File: src/sv/scpi_pkg.sv
// ----------------------------------------------------------------------------
// Sorted colour palette indexer package
// Request and status codes, pixel constants and the per-cell flag bundle.
// ----------------------------------------------------------------------------
`default_nettype none

package scpi_pkg;

  localparam int COLOUR_W = 32;
  localparam int INDEX_W  = 8;
  localparam int COUNT_W  = 9;
  localparam int READ_SPAN = 256;

  localparam logic [COLOUR_W-1:0] ALPHA_MASK  = 32'hF000_0000;
  localparam logic [COLOUR_W-1:0] TRANSPARENT = 32'hFFFF_FFFF;
  localparam logic [COLOUR_W-1:0] RGB_MASK    = 32'h00FF_FFFF;

  typedef enum logic [1:0] {
    REQ_LEARN = 2'd0,
    REQ_MAP   = 2'd1,
    REQ_READ  = 2'd2,
    REQ_CLEAR = 2'd3
  } scpi_req_t;

  typedef enum logic [2:0] {
    ST_OK        = 3'd0,
    ST_INSERTED  = 3'd1,
    ST_FULL      = 3'd2,
    ST_NOT_FOUND = 3'd3,
    ST_BAD_INDEX = 3'd4
  } scpi_status_t;

  typedef struct packed {
    logic lt;
    logic at;
    logic eq;
    logic rd_hit;
  } scpi_cell_flags_t;

  function automatic logic [COLOUR_W-1:0] normalise(input logic [COLOUR_W-1:0] px);
    logic [COLOUR_W-1:0] res;
    if ((px & ALPHA_MASK) != '0) begin
      res = TRANSPARENT;
    end else begin
      res = px & RGB_MASK;
    end
    return res;
  endfunction

endpackage

`default_nettype wire

File: src/sv/scpi_cell.sv
// ----------------------------------------------------------------------------
// Sorted colour palette indexer cell
// Holds one palette entry, compares it with the request colour and shifts
// the entry from its lower neighbor when a colour is inserted below it.
// ----------------------------------------------------------------------------
`default_nettype none

module scpi_cell #(
  parameter int CELL_IDX = 0,
  parameter int CNT_W    = 9
) (
  input  wire logic                          clk,
  input  wire logic                          shift_en,
  input  wire logic [scpi_pkg::COLOUR_W-1:0] col,
  input  wire logic [CNT_W-1:0]              count,
  input  wire logic                          prev_lt,
  input  wire logic [scpi_pkg::COLOUR_W-1:0] prev_entry,
  input  wire logic [scpi_pkg::INDEX_W-1:0]  rd_index,
  output logic      [scpi_pkg::COLOUR_W-1:0] entry,
  output scpi_pkg::scpi_cell_flags_t         flags
);

  localparam bit READABLE = (CELL_IDX < scpi_pkg::READ_SPAN);

  logic [scpi_pkg::COLOUR_W-1:0] entry_r;
  logic [scpi_pkg::COLOUR_W-1:0] entry_nxt;
  logic                          active;
  logic                          lt;

  assign active = (CNT_W'(CELL_IDX) < count);
  assign lt     = active && (entry_r < col);

  always_comb begin
    flags.lt     = lt;
    flags.at     = prev_lt && !lt;
    flags.eq     = prev_lt && !lt && active && (entry_r == col);
    flags.rd_hit = READABLE && active
                   && (rd_index == scpi_pkg::INDEX_W'(CELL_IDX));
  end

  always_comb begin
    entry_nxt = entry_r;
    if (shift_en) begin
      if (!prev_lt) begin
        entry_nxt = prev_entry;
      end else if (!lt) begin
        entry_nxt = col;
      end
    end
  end

  always_ff @(posedge clk) begin
    entry_r <= entry_nxt;
  end

  assign entry = entry_r;

endmodule

`default_nettype wire

File: config.mk
export PLATFORM = sky130hd
export DESIGN_NAME = scpi_cell
export DESIGN_NICKNAME = d
export VERILOG_FILES = /design/src/sv/scpi_pkg.sv /design/src/sv/scpi_cell.sv
export SDC_FILE = /design/constraint.sdc
export NUM_CORES = 1
export LEC_CHECK = 0
export ABC_CLOCK_PERIOD_IN_PS = 3500
export BUFFER_PORTS_ARGS = -buffer_cell sky130_fd_sc_hd__buf_2
export CORE_MARGIN = 3
export CORE_UTILIZATION = 30
export DETAILED_ROUTE_END_ITERATION = 7
export PLACE_DENSITY = 0.68
export SYNTH_ARGS = -nofsm -noshare
export SYNTH_HDL_FRONTEND = slang
export SYNTH_SLANG_ARGS = --single-unit
export TNS_END_PERCENT = 100
File: constraint.sdc
create_clock -name clk -period 3.5 [get_ports clk]
set_input_delay 0.525 -clock clk [delete_from_list [all_inputs] [get_ports clk]]
set_output_delay 0.525 -clock clk [all_outputs]
set_load 0.05 [all_outputs]
* Yosys cells after proc, flatten, opt, wreduce, memory -nomap -nowiden
Cells that the tools add are included.
** Storage, ports and cells
- Register bits :: 32
- Memory bits (writable) :: 0
- Memories :: 0
- Word-level logic and storage cells :: 15
- Bits in latches :: 0
- ROM bits :: 0
- Bits of input ports :: 84
** Cells by class
- Shifts and indexed selects :: 0
- Multiply operators :: 0
- Divide/modulo/power cells :: 0
- Add/subtract/negate cells :: 0
- $lt $le $gt $ge :: 2
- Bitwise logic cells :: 0
- Multiplexer cells :: 2
- Reduce and logical (&&, ||, !) cells :: 8
- Equal/unequal tests :: 2
** Operators by type and width (count)
- 32-bit two-way mux :: 2
- 32-bit equality test :: 1
- 32-bit < comparator :: 1
- 1-bit by 9-bit < comparator with 1-bit output, first input constant :: 1
- 8-bit zero test :: 1
- 1-bit logical AND :: 5
- 2-bit != test, second input constant :: 1
- 2-bit AND reduction :: 1
- 1-bit zero test :: 1

* Longest topological paths before layout
- Word-level depth :: 6
- Gate-level depth with buffers :: 8
- Mapped depth without buffers :: 7

* Worst setup path before layout
OpenSTA, ideal clock, no wires.
- Path type :: reg-to-reg
- From :: reg entry_r, in the netlist entry[31]
- To :: reg entry_r, in the netlist entry[0], enable pin
- Path slack :: -0.423 ns
- Stages on the path, launching flop included :: 6
- Data required time :: 3.059 ns
- Clock period less this slack :: 3.923 ns
- Setup time :: 0.441 ns
- Data arrival time :: 3.482 ns
- Path through :: edfxtp_1 -> ha_1 -> nand4_2 -> nor4_2 -> o41ai_2 -> a31oi_1
** Between the ends
- Word-level cells in the longest chain between the ends :: 4
** Ends and longest elaborated chain
- from (decl) :: line scpi_cell.sv:25 : logic [scpi_pkg::COLOUR_W-1:0] entry_r;
- from (signal assigned) :: line scpi_cell.sv:53 : entry_r <= entry_nxt;
- 32-bit < comparator :: line scpi_cell.sv:31 : assign lt = active && (entry_r < col);
- 1-bit logical AND :: line scpi_cell.sv:31
- 2-bit != test (no line)
- 2-bit AND reduction (no line)
No other way between the ends.
A chain may end at the register's enable or synchronous reset.

==> run_results.csv <==
group,metric,value,unit
synth,mappedNetlistArea,0.00226,mm²
drt,wl_met1,2300,µm
synth,synth_fp_nets,307,
place,io_buffer_count,119,
global_route,initial_antenna_violation_count,0,
sta,slew_violations,0,
synth,yosysUniqueCellTypes,32,
global_route,wire_length_of_the_first_global_routing_pass,9020,µm
cts,cts-root-buf,"sky130_fd_sc_hd__clkbuf_8",
sta,timing.final.setup_violations,0,
cts,cts_made_buffers,5,
critical_path,worst_path_largest_cell_delay,0.39,ns
sta,max_slew_margin,63.0,%
sta,setup_total_negative_slack,0,ns
critical_path,r2r_start,"entry[14]",
drt,detailedRoute.firstIterationViolations,33,
critical_path,timing.critical_path.to_type,"output pin",
drt,number_of_iterations_in_the_first_detailed_routing_pass,4,
sta,rsz0062_at_grt,"false",
place,dp_slack,0.454,ns
sta,final.period_utilization,88.4,%
critical_path,cpMaxStageDelayCell,"sky130_fd_sc_hd__edfxtp_1",
power_and_ir_drop,static-leakage-power,1.51,nW
floorplan,row_count,31,
critical_path,crit_path_start_kind,"flop",
cts,htreeDepth,2,
global_route,vias_in_the_first_global_route,2049,
synth,yosys_register_bits,32,
place,place_congestion,0.726,
final_layout,syn_to_final_growth,36.7,%
sta,finalClockSkew,0.00652,ns
final_layout,proportion_of_layout_cells_with_a_drive_suffix_above_1,53.3,%
drt,via_density_per_instance,4.55,
floorplan,num_io_pins,120,
floorplan,design.die.area,0.00862,mm²
global_route,globalRouteTotalUtil,13.1,%
critical_path,critPathArrivalTime,2.57,ns
final_layout,layout.core_utilization,42.4,%
hold_path,worst_hold_startpoint,"prev_entry[11]",
critical_path,critPathRequiredTime,2.97,ns
global_route,largest_net_degree_at_the_start_of_global_routing,24,
critical_path,timing.critical_path.max_delay_family,"compound AO/OA/AOI/OAI gates",
drt,postRouteWirelength,5470,µm
hold_path,min-delay-path-class,"in2reg",
cts,tritoncts_num_sinks,32,
cts,tritoncts,"done",
final_layout,antennaDiodeCount,0,
global_route,grt-ovfl-total,0,
cts,post_cts_buffers,0,
hold_path,hold-path-cell-count,2,
cts,post_cts_hold_buffer_count,0,
run,max_cap_violations,0,
critical_path,critical_path.cell_chain,"ha_1, nand4_1, nor3_2, a21boi_2, o41ai_2, buf_4, a2111oi_2, buf_2",
power_and_ir_drop,cellPowerDensity,357,mW/mm²
critical_path,worst-path-max-fanout,4,
critical_path,critPathKind,"reg2out",
hold_path,hold-path-endpoint,"entry[11]",
synth,syn-instance-count,191,
drt,detail_route.wl_per_cell,13.1,µm
drt,drc_violations_left,0,
critical_path,crit-reg2reg-capture,"entry[5]",
sta,clock.fmax,323,MHz
cts,clk_transition_reported_paths,0.07,ns
drt,route.met3.wl,386,µm
floorplan,floorplan.die.width,92.9,µm
critical_path,cp_num_buf_inv,2,
synth,synth_seq_area_share,42.5,%
floorplan,die-height,92.9,µm
drt,highest_layer,"met4",
critical_path,crit_cells,8,
synth,synth-warning-count,0,
cts,cts_resized,0,
sta,period_minus_slack,3.10,ns
floorplan,start_util,31.0,%
sta,final-hold-violation-count,0,
final_layout,final_nets,432,
drt,postRouteAntennaNets,0,
sta,finalWorstSetupSlack,0.405,ns
floorplan,floorplan.core_area,0.00729,mm²
power_and_ir_drop,power.ir.vdd_worst,0.118,mV
cts,clk_latency,0.28,ns
sta,hold-worst-slack,0.541,ns
drt,total_met2_wirelength_after_detailed_routing,2720,µm
place,detailed_place_hpwl,4560,µm
sta,worstMarginPinSlew,0.554,ns
synth,synthesis.area_per_instance,11.9,µm²
run_status,outcome,"complete, no violations",
critical_path,worstRegToRegCells,8,
final_layout,largest_register_ffs,32,
drt,route.vias.total,1894,
cts,max-clock-path-buffers,2,
critical_path,setup.reg_to_reg.worst_slack,0.87,ns
[synthesized netlist by cell type]
cell type	number	share of area [%]
sky130_fd_sc_hd__and3_1	1	0.28
sky130_fd_sc_hd__nor4_2	1	0.55
sky130_fd_sc_hd__ha_1	32	18
sky130_fd_sc_hd__a31oi_1	1	0.28
sky130_fd_sc_hd__o211ai_1	1	0.33
sky130_fd_sc_hd__o21ai_0	1	0.22
sky130_fd_sc_hd__nor2b_1	1	0.28
sky130_fd_sc_hd__a21o_1	5	1.7
sky130_fd_sc_hd__clkbuf_1	1	0.17
sky130_fd_sc_hd__and2_1	1	0.28
sky130_fd_sc_hd__inv_1	33	5.5
sky130_fd_sc_hd__nor2_1	1	0.17
sky130_fd_sc_hd__nand4_1	6	1.7
sky130_fd_sc_hd__nand2_1	4	0.66
sky130_fd_sc_hd__a2111oi_2	2	1.3
sky130_fd_sc_hd__nand4_2	2	1.1
sky130_fd_sc_hd__nor4_1	4	1.1
sky130_fd_sc_hd__buf_4	1	0.33
sky130_fd_sc_hd__nor3_2	1	0.44
sky130_fd_sc_hd__nand2b_1	1	0.28
sky130_fd_sc_hd__nor3_1	1	0.22
sky130_fd_sc_hd__a21boi_2	1	0.50
sky130_fd_sc_hd__a21boi_0	1	0.33
sky130_fd_sc_hd__o32ai_1	1	0.39
sky130_fd_sc_hd__o41ai_2	1	0.72
sky130_fd_sc_hd__nand3_1	6	1.3
sky130_fd_sc_hd__mux2_2	32	16
sky130_fd_sc_hd__buf_2	3	0.66
sky130_fd_sc_hd__a21oi_1	10	2.2
sky130_fd_sc_hd__o21a_1	1	0.33
sky130_fd_sc_hd__a211oi_1	2	0.66
sky130_fd_sc_hd__edfxtp_1	32	42
[layout by cell type, fill, tap and decap left out, types with 2 or more instances in the layout]
cell type and count:
sky130_fd_sc_hd__inv_1 33, sky130_fd_sc_hd__a21oi_1 10, sky130_fd_sc_hd__mux2_2 32, sky130_fd_sc_hd__a2111oi_2 2, sky130_fd_sc_hd__nand2_1 4, sky130_fd_sc_hd__clkbuf_1 2
sky130_fd_sc_hd__ha_1 32, sky130_fd_sc_hd__nor4_1 4, sky130_fd_sc_hd__nand4_2 2, sky130_fd_sc_hd__nand4_1 6, sky130_fd_sc_hd__edfxtp_1 32, sky130_fd_sc_hd__clkbuf_8 5
sky130_fd_sc_hd__nand3_1 6, sky130_fd_sc_hd__buf_2 119, sky130_fd_sc_hd__a21o_1 5, sky130_fd_sc_hd__a211oi_1 2, sky130_fd_sc_hd__buf_4 3
[layout make-up]
cell class	instances	area [µm²]
fill	741	4200
multi-input combinational	121	1170
sequential	32	961
timing repair buffer	123	638
inverter	33	124
tap	99	124
clock buffer	7	76.3
clock inverter	1	3.75
[routing by layer]
metal  global-route usage [%]  vias up
met5                        0        -
met4                     4.40        0
met3                     3.25        6
met2                     23.0       70
met1                     15.4      859
li1                         -      959
[logic make-up after synthesis]
| kind of cell | share of synthesized area [%] |
|---|---|
| muxes | 15.9 |
| AOI/OAI and AO/OA | 8.96 |
| DFF | 42.5 |
| and+or+nand+nor | 8.35 |
| buffers and inverters | 6.63 |
| adders and majority gates | 17.7 |
[how the worst max path moves through the flow]
stage | start | end | slack (ns)
final | entry[14] | flags[1] | 0.40
after global routing | entry[30] | flags[1] | 0.19
after CTS | entry[30] | flags[1] | 0.36
after detailed placement | col[14] | flags[1] | 0.45
after global placement | col[31] | flags[2] | 0.45
after floorplan | entry[31] | flags[2] | 0.17
[power by group]
| part | total [W] | internal, W | switching [W] |
|---|---|---|---|
| clock | 0.000277 | 0.000139 | 0.000138 |
| combinational | 0.000352 | 0.000131 | 0.000221 |
| sequential | 0.000476 | 0.000461 | 0.0000147 |
[stage by stage]
step | cells | area (µm²) | total power [W]
floorplan | 191 | 2270 | 0.000723
global placement | 408 | 3010 | 0.000836
detailed placement | 408 | 3010 | 0.000841
CTS | 416 | 3090 | 0.00113
global route | 416 | 3090 | 0.00117
finish | 416 | 3090 | 0.00110
No activity file was read; power rests on OpenSTA's default activity.
